<file path="src/rtl/fla_pkg.sv">
// Shared constants and codes for the free-list slot allocator.
package fla_pkg;

  localparam int unsigned SLOTS_DEFAULT = 256;

  // Fixed field widths of the item payloads.
  localparam int unsigned OP_W    = 1;
  localparam int unsigned SLOT_W  = 8;
  localparam int unsigned STAT_W  = 2;
  localparam int unsigned COUNT_W = 9;

  // Operation codes carried on in_tuser.
  localparam logic [OP_W-1:0] OP_ALLOC = 1'b0;
  localparam logic [OP_W-1:0] OP_FREE  = 1'b1;

  // Status codes carried on out_tuser.
  localparam logic [STAT_W-1:0] STATUS_OK       = 2'd0;
  localparam logic [STAT_W-1:0] STATUS_EMPTY    = 2'd1;
  localparam logic [STAT_W-1:0] STATUS_BAD_FREE = 2'd2;

endpackage

</file>
<file path="src/rtl/fla_ram.sv">
// Generic single-write, single-read RAM with a registered read port.
module fla_ram #(
  parameter int unsigned WIDTH = 1,
  parameter int unsigned DEPTH = fla_pkg::SLOTS_DEFAULT
) (
  input  logic                                        clk,
  input  logic                                        we,
  input  logic [((DEPTH > 1) ? $clog2(DEPTH) : 1)-1:0] waddr,
  input  logic [WIDTH-1:0]                            wdata,
  input  logic                                        re,
  input  logic [((DEPTH > 1) ? $clog2(DEPTH) : 1)-1:0] raddr,
  output logic [WIDTH-1:0]                            rdata
);

  logic [WIDTH-1:0] mem_r [DEPTH];

  always_ff @(posedge clk) begin
    if (we) begin
      mem_r[waddr] <= wdata;
    end
    if (re) begin
      rdata <= mem_r[raddr];
    end
  end

endmodule

</file>
<file path="src/rtl/free_list_slot_allocator_top.sv">
// Top level of the free-list slot allocator: controller, head, count and both memories.
//
// The allocator hands out slots of a fixed pool through a last-in-first-out
// free list. An item with in_tuser at the allocate code pops the head slot and
// returns it in granted_slot; an item with the free code pushes slot_to_free
// back at the head. A free of a slot that is out of range or not currently
// allocated reports an invalid free and changes nothing, and an allocate on an
// exhausted pool reports an empty pool. Every result carries the number of
// allocated slots after the item. For each item the link and allocated-flag
// memories are read first; then the head, the count and both memories are
// updated and the result is loaded into the output register. The update waits
// while a waiting result is not taken. Items are processed one at a time. No
// clearing pass is needed after reset: a fill mark records how many slots have
// ever been handed out, and memory entries at or above it read as their reset
// values, so the block can accept an item as soon as reset is released.
module free_list_slot_allocator_top #(
  parameter int unsigned SLOTS = fla_pkg::SLOTS_DEFAULT
) (
  input  logic        clk,
  input  logic        rst_n,
  // Request channel.
  input  logic        in_tvalid,
  output logic        in_tready,
  input  logic [7:0]  in_tdata,   // [7:0] slot_to_free
  input  logic        in_tuser,   // [0] op
  // Result channel.
  output logic        out_tvalid,
  input  logic        out_tready,
  output logic [23:0] out_tdata,  // [7:0] granted_slot, [16:8] in_use_count, rest zero
  output logic [1:0]  out_tuser   // [1:0] status
);

  // Link values range over 0..SLOTS, where SLOTS is the end-of-list marker.
  localparam int unsigned LW = $clog2(SLOTS + 1);
  localparam int unsigned IW = (SLOTS > 1) ? $clog2(SLOTS) : 1;
  localparam int unsigned SW = fla_pkg::SLOT_W;
  localparam int unsigned CW = fla_pkg::COUNT_W;
  localparam logic [LW-1:0] END_MARK = LW'(SLOTS);

  typedef enum logic {
    ST_IDLE,
    ST_EXEC
  } state_t;

  state_t state_r, state_nxt;

  logic [LW-1:0] head_r, head_nxt;
  logic [LW-1:0] count_r, count_nxt;
  logic [LW-1:0] fill_r, fill_nxt;     // slots at or above this were never handed out
  logic          op_r, op_nxt;
  logic [SW-1:0] slot_r, slot_nxt;

  logic          out_valid_r, out_valid_nxt;
  logic [1:0]    out_status_r, out_status_nxt;
  logic [SW-1:0] out_grant_r, out_grant_nxt;
  logic [CW-1:0] out_count_r, out_count_nxt;

  // Memory ports.
  logic          link_we, flag_we, mem_re;
  logic [IW-1:0] link_waddr, flag_waddr, flag_raddr;
  logic [LW-1:0] link_wdata, link_q;
  logic          flag_wdata, flag_q;

  // Widened views used for range checks and field truncation.
  logic [LW+SW-1:0] slot_wide, in_slot_wide, fill_wide, head_wide, count_wide;
  logic [LW-1:0]    slot_link;
  logic [LW-1:0]    link_eff;
  logic             flag_eff;
  logic             empty, slot_in_range, commit;

  assign in_slot_wide = {{LW{1'b0}}, in_tdata};
  assign slot_wide    = {{LW{1'b0}}, slot_r};
  assign fill_wide    = {{SW{1'b0}}, fill_r};
  assign head_wide    = {{SW{1'b0}}, head_r};
  assign count_wide   = {{SW{1'b0}}, count_nxt};
  assign slot_link    = slot_wide[LW-1:0];

  assign empty         = (head_r == END_MARK);
  assign slot_in_range = (slot_wide < (LW + SW)'(SLOTS));

  // Entries the fill mark has not yet reached still hold their reset contents:
  // the link points at the next slot and the slot is not allocated.
  assign link_eff = (head_r >= fill_r) ? head_r + LW'(1) : link_q;
  assign flag_eff = (slot_wide < fill_wide) ? flag_q : 1'b0;

  // Reads are issued in the accept cycle; the registered data is consumed in the execute state.
  assign mem_re     = in_tvalid && in_tready;
  assign flag_raddr = in_slot_wide[IW-1:0];

  fla_ram #(
    .WIDTH (LW),
    .DEPTH (SLOTS)
  ) u_link_ram (
    .clk   (clk),
    .we    (link_we),
    .waddr (link_waddr),
    .wdata (link_wdata),
    .re    (mem_re),
    .raddr (head_r[IW-1:0]),
    .rdata (link_q)
  );

  fla_ram #(
    .WIDTH (1),
    .DEPTH (SLOTS)
  ) u_flag_ram (
    .clk   (clk),
    .we    (flag_we),
    .waddr (flag_waddr),
    .wdata (flag_wdata),
    .re    (mem_re),
    .raddr (flag_raddr),
    .rdata (flag_q)
  );

  // The execute cycle completes once the output register is free to take the result.
  assign commit = (state_r == ST_EXEC) && (!out_valid_r || out_tready);

  always_comb begin
    state_nxt      = state_r;
    head_nxt       = head_r;
    count_nxt      = count_r;
    fill_nxt       = fill_r;
    op_nxt         = op_r;
    slot_nxt       = slot_r;
    out_valid_nxt  = out_valid_r && !out_tready;
    out_status_nxt = out_status_r;
    out_grant_nxt  = out_grant_r;
    out_count_nxt  = out_count_r;
    link_we        = 1'b0;
    flag_we        = 1'b0;
    link_waddr     = head_r[IW-1:0];
    flag_waddr     = head_r[IW-1:0];
    link_wdata     = END_MARK;
    flag_wdata     = 1'b1;

    case (state_r)
      ST_IDLE: begin
        if (in_tvalid) begin
          op_nxt    = in_tuser;
          slot_nxt  = in_tdata;
          state_nxt = ST_EXEC;
        end
      end
      ST_EXEC: begin
        if (commit) begin
          out_grant_nxt = '0;
          if (op_r == fla_pkg::OP_ALLOC) begin
            if (empty) begin
              out_status_nxt = fla_pkg::STATUS_EMPTY;
            end else begin
              out_status_nxt = fla_pkg::STATUS_OK;
              out_grant_nxt  = head_wide[SW-1:0];
              head_nxt       = link_eff;
              count_nxt      = count_r + LW'(1);
              link_we        = 1'b1;
              flag_we        = 1'b1;
              if (head_r >= fill_r) begin
                fill_nxt = head_r + LW'(1);
              end
            end
          end else begin
            if (!slot_in_range || !flag_eff) begin
              out_status_nxt = fla_pkg::STATUS_BAD_FREE;
            end else begin
              out_status_nxt = fla_pkg::STATUS_OK;
              link_we        = 1'b1;
              flag_we        = 1'b1;
              link_waddr     = slot_link[IW-1:0];
              flag_waddr     = slot_link[IW-1:0];
              link_wdata     = head_r;
              flag_wdata     = 1'b0;
              head_nxt       = slot_link;
              count_nxt      = count_r - LW'(1);
            end
          end
          out_count_nxt = count_wide[CW-1:0];
          out_valid_nxt = 1'b1;
          state_nxt     = ST_IDLE;
        end
      end
      default: begin
        state_nxt = ST_IDLE;
      end
    endcase
  end

  always_ff @(posedge clk) begin
    if (!rst_n) begin
      state_r     <= ST_IDLE;
      head_r      <= '0;
      count_r     <= '0;
      fill_r      <= '0;
      out_valid_r <= 1'b0;
    end else begin
      state_r     <= state_nxt;
      head_r      <= head_nxt;
      count_r     <= count_nxt;
      fill_r      <= fill_nxt;
      out_valid_r <= out_valid_nxt;
    end
    op_r         <= op_nxt;
    slot_r       <= slot_nxt;
    out_status_r <= out_status_nxt;
    out_grant_r  <= out_grant_nxt;
    out_count_r  <= out_count_nxt;
  end

  assign in_tready  = (state_r == ST_IDLE);
  assign out_tvalid = out_valid_r;
  assign out_tuser  = out_status_r;
  assign out_tdata  = {7'd0, out_count_r, out_grant_r};

endmodule

</file>
<file path="config.mk">
export PLATFORM = sky130hd
export DESIGN_NAME = free_list_slot_allocator_top
export DESIGN_NICKNAME = d
export VERILOG_FILES = /design/src/rtl/fla_pkg.sv /design/src/rtl/fla_ram.sv /design/src/rtl/free_list_slot_allocator_top.sv
export SDC_FILE = /design/constraint.sdc
export NUM_CORES = 2
export LEC_CHECK = 0
export BUFFER_PORTS_ARGS = -buffer_cell sky130_fd_sc_hd__buf_4
export CAP_MARGIN = 10
export CORE_MARGIN = 8
export CORE_UTILIZATION = 40
export CTS_CLUSTER_SIZE = 40
export DETAILED_ROUTE_END_ITERATION = 12
export PLACE_DENSITY = 0.63
export RECOVER_POWER = 50
export SLEW_MARGIN = 0
export SYNTH_ARGS = -nofsm -noshare
export SYNTH_HDL_FRONTEND = slang
export SYNTH_HIERARCHICAL = 1
export SYNTH_SLANG_ARGS = --single-unit
</file>
<file path="constraint.sdc">
create_clock -name clk -period 15.72 [get_ports clk]
set_input_delay 1.572 -clock clk [delete_from_list [all_inputs] [get_ports clk]]
set_output_delay 1.572 -clock clk [all_outputs]
set_load 0.005 [all_outputs]
</file>
### Yosys cells after proc, flatten, opt, wreduce, memory -nomap -nowiden

Memory sizes are Yosys's and may differ from the RTL's. A register that Yosys moved wholly into a read port is not among the register bits.
Index checks and enable logic that the tools add are counted.

* add/sub/neg operators: 3
* $lt $le $gt $ge: 3
* equal/unequal tests: 3
* multiplexer cells: 37
* bitwise logic cells: 3
* reductions and logical operators: 14

Operators by type and width (number)
* $mux 9: 13
* $mux 8: 4
* $add 9x1->9 const B: 2
* $mux 1: 17
* $eq 9x9->1 const B: 1
* $ge 9x9->1: 1
* $lt 8x9->1: 1
* $lt 8x9->1 const B: 1
* $sub 9x1->9 const B: 1
* $reduce_and 5->1: 1
* $logic_not 1->1: 4
* $mux 2: 2
* $ne 2x2->1 const B: 2
* $reduce_and 2->1: 2
* $reduce_and 4->1: 1
* $logic_and 1x1->1: 3
* $not 1->1: 3
* $logic_or 1x1->1: 2
* $pmux 1 s2: 1
* $reduce_or 2->1: 1

* register bits: 57
* RAM bits: 2560
* input bits: 13
* output and inout port bits: 28
* word-level logic and storage cells: 75
* memories kept: 2

Memories
* u_link_ram.mem_r: depth 256, width 9, rd ports 1, clocked after memory_dff 1, wr ports 1, RTL line fla_ram.sv:15 `logic [WIDTH-1:0] mem_r [DEPTH];`
* u_flag_ram.mem_r: depth 256, width 1, rd ports 1, clocked after memory_dff 1, wr ports 1, RTL line fla_ram.sv:15

### Depth between registers and ports, before layout

* depth after elaboration: 10
* mapped depth: 15
* mapped depth without buffers: 12

### Cells and area by module

Netlist, hierarchy kept.

By module, submodules not included
* fla_ram at u_link_ram: times used 1, cells each 4237, area an instance 89368.2 um^2, sequential area each 69456.6 um^2
* fla_ram at u_flag_ram: times used 1, cells each 788, area an instance 11138.2 um^2, sequential area each 7717.4 um^2
* free_list_slot_allocator_top: times used 1, cells each 327, area an instance 3265.6 um^2, sequential area each 1421.4 um^2

### Worst setup path before layout

OpenSTA, ideal clock, no wires.

* path type: input to register
* from: in out_tready
* to: mem u_link_ram/mem_r[0][0] (netlist bit), data pin
* library setup time: 1.258 ns
* arrival: 10.892 ns
* data required time: 14.462 ns
* setup slack: 3.570 ns
* stages on the path: 6
* path buffers: 1
* cell sequence: nand2b_1 -> nand2_1 -> nor2_1 -> buf_2 -> inv_1 -> nor2_1

* word-level cells in the longest chain between the ends: 4

RTL lines
* start, declared: RTL line free_list_slot_allocator_top.sv:28 `input logic out_tready,`
* $logic_or 1x1->1: RTL line free_list_slot_allocator_top.sv:117 `assign commit = (state_r == ST_EXEC) && (!out_valid_r || out_tready);`
* $logic_and 1x1->1: RTL line free_list_slot_allocator_top.sv:117
* $mux 9: RTL line free_list_slot_allocator_top.sv:146 `if (commit) begin`
* $mux 9: RTL line free_list_slot_allocator_top.sv:137 `case (state_r)`
* net link_wdata[0]: RTL line free_list_slot_allocator_top.sv:61 `logic [LW-1:0] link_wdata, link_q;`
* end, declared: RTL line fla_ram.sv:15

The timed path passes the listed nets, and every way through them passes these cells.

### Final worst setup path

* from: reg op_r
* to: mem u_link_ram/mem_r[51][4] (netlist bit), data pin

* word-level cells in the longest chain between the ends: 3

RTL lines
* start, declared: RTL line free_list_slot_allocator_top.sv:50 `logic op_r, op_nxt;`
* start signal, assigned: RTL line free_list_slot_allocator_top.sv:202 `op_r <= op_nxt;`
* $mux 9: RTL line free_list_slot_allocator_top.sv:148 `if (op_r == fla_pkg::OP_ALLOC) begin`
* $mux 9: RTL line free_list_slot_allocator_top.sv:146
* $mux 9: RTL line free_list_slot_allocator_top.sv:137
* net link_wdata[4]: RTL line free_list_slot_allocator_top.sv:61

The timed path passes the listed nets, and every way through them passes these cells.

==> reports/results.tsv <==
metric	value	unit
Post-Route WL	255000	um
most frequent CP cell	clkbuf_1	
fin util	0.447	
Final period util	0.645	
hold path start	count_r[8]	
mean post-synth cell area	19.4	um2
power share of the combinational group	0.057	
Placeable Area	259000	um2
GRT busiest layer	met2	
Setup Viol. Count Final	0	
FF+latch count, synth	2627	
GRT Total Usage	0.178	
Inst Count DP	8561	
leading area contributor after synthesis	edfxtp_1	
initial antenna violation count	7	
GRT overflow	0	
failing checks	capacitance limit, slew limit	
power per cell area	127	nW/um2
Leak	33.6	nW
Synth Warn #	6	
Setup Crit Path Kind	reg -> reg	
VDD IR-drop max	0.000125	V
Period minus WS final	10.13	ns
Crit path largest cell delay	3.54	ns
worst-margin pin slew	5.61	ns
Rel. slew slack	-2.74	
grt met1 use	0.249	
Worst Path Required	15.91	ns
clock latency at the later pin of the worst-skew pair	0.91	ns
Num CTS Buffers	281	
hold buffer count at CTS	0	
DR pass1 iterations	6	
Distinct cells, synth	85	
Port Buffer Count	33	
Slowest-stage cell, CP	clkbuf_1	
RR Startpoint	op_r	
clk slew on worst S/H paths	0.06	ns
final hold vios	0	
Residual DRC	0	
worst-path maximum fanout	98	
worst reg2reg path depth	9	
most frequent cells in the layout	edfxtp_1, nor2_1, mux4_2	
die area	276000	um2
most common cell after layout, fill and taps aside	edfxtp_1	
synth top area cells	edfxtp_1, mux4_2, mux2i_1, nor2_1, a22oi_1	
area grow syn2layout	11.4	%
maximum root-to-sink buffer count	4	
Post-synth EDFFs	2598	
post-CTS setup buffer count	0	
unrepaired setup endpoints after global routing	false	
hold path depth	2	
sw power	0.00315	W
Final Non-Filler Cells	9038	
vias in the first global route	52600	
die height	525	um
area share of the largest cell type after synthesis	0.752	
Chip Width	525	um
sequential share of power	0.523	
share of layout cells above drive strength 1	0.183	
CTS root buf	clkbuf_16	
Slew Viols, Final	1608	
first-pass GRT wire length	369000	um
top_reg_cell synth	edfxtp_1	
min-delay worst type	reg -> reg	
Setup Skew	0.0512	ns
Internal Power	0.0115	W
CTS sink count	2627	
run status	complete, but fails checks	
clock power share	0.420	
worst endpoint data arrival time	10.32	ns
Post-Syn Area	104000	um2
post-DP HPWL	151000	um
Nets	5476	
Syn Inst Count	5352	
met3 Track Usage GR	0.0358	
Critical path origin	op_r	
RD Place Congestion	0.839	
pin count of the biggest net entering global routing	201	
critical-path cell list	clkbuf_1 -> o2111a_1 -> o211ai_1 -> clkbuf_1 -> nor2_1 -> clkbuf_1 -> and2_2 -> clkbuf_1 -> clkbuf_1	
Max-Cap Viols	26	
Initial Util	0.401	
Antenna Nets Post-Route	0	
CP Capture Type	flip-flop	
vias	52800	
asr flop ratio synth	0	
Worst setup SP type	flip-flop	
sequential share of the synthesized area	0.757	
fmax	98.7	MHz
GRT met2 Usage	0.285	
sw frac	0.215	
Fin Setup TNS	0	ns
CTS tree	built	
wire per inst	28.2	um
Vias/cell	5.84	
cts repair resizes	0	
Max H-tree Level	5	
total power	0.0146	W
DR iter-0 viols	6483	
Row Count	187	
IO Pins	41	
Fill cells	21700	
## final timing paths
check,slack (ns),to
max,5.59,u_link_ram/mem_r[51][4]
min,0.49,count_r[8]
max reg2reg,5.59,u_link_ram/mem_r[51][4]
min reg2reg,0.49,count_r[8]
## cells by family after synthesis
group / count (synthesis) / share of synthesized area
muxes: 781 / 0.138
other: 1 / 0.0000361
buffers and inverters: 359 / 0.0196
and+or+nand+nor: 938 / 0.0403
AOI/OAI and AO/OA: 612 / 0.0406
DFF: 2627 / 0.757
xor gates and xnor gates: 14 / 0.00118
adders and majority gates: 20 / 0.00241
## synthesized netlist by cell type (17+ instances only)
cell type and count:
a22oi_1 182, nand2b_1 17, edfxtp_1 2598, nor3_1 33
a21oi_1 112, a211oi_1 28, mux2i_1 235, nand2_1 84
o221ai_1 35, buf_6 31, nand3_1 56, mux2_2 28
ha_1 20, nor2_1 587, buf_2 68, o22ai_1 90
inv_1 18, nor2b_1 47, a31oi_1 23, o21ai_0 44
clkbuf_1 165, buf_4 41, nor4_1 32, mux4_2 509
dfxtp_1 29
## sequential cells by signal, indices dropped and copies added (netlist names)
name              count
u_link_ram/mem_r   2304
u_flag_ram/mem_r    256
count_r               9
fill_r                9
head_r                9
out_count_r           9
u_link_ram/rdata      9
out_grant_r           8
slot_r                8
out_tuser             2
op_r                  1
out_tvalid            1
state_r               1
u_flag_ram/rdata      1
## power by group through the flow
stage	logic, W	registers, W	clock network, W
finish	0.000841	0.00765	0.00614
global placement	0.000840	0.00780	0
CTS	0.000846	0.00765	0.00625
detailed placement	0.000845	0.00780	0
global route	0.000884	0.00765	0.00650
floorplan	0.000588	0.00778	0
## worst max-delay path: cells and delay by family (launching register included)
family,cells,cell delay [ns]
AOI/OAI and AO/OA,2,0.43
buffers and inverters,5,8.04
DFF,1,0.32
and+or+nand+nor,2,0.46
## metal layers
layer | up-vias | routed length, um
li1 | 22100 | -
met1 | 27900 | 104000
met2 | 2401 | 121000
met3 | 376 | 21400
met4 | 0 | 7450
met5 | - | 0
## cell type report
cell class,instances,area [um2],share of cell area
multi-input cells,2372,23200,0.201
inverters,21,80.1,0.000693
clock inverters,118,911,0.00788
repair buffers,140,1030,0.00894
well taps,3402,4260,0.0368
diodes,2,5.00,0.0000433
clock buffers,356,7480,0.0647
flip-flops and latches,2627,78600,0.680
## per-stage QoR
step | cell area [um2] | worst slack, ns | hold WS [ns]
after CTS | 116000 | 9.82 | 0.493
final | 116000 | 5.59 | 0.495
after detailed placement | 107000 | 9.53 | 0.484
after floorplan | 104000 | 3.57 | 0.458
after global routing | 116000 | 5.08 | 0.517
after global placement | 107000 | 9.63 | 0.467
(Power assumes the default switching activity.)
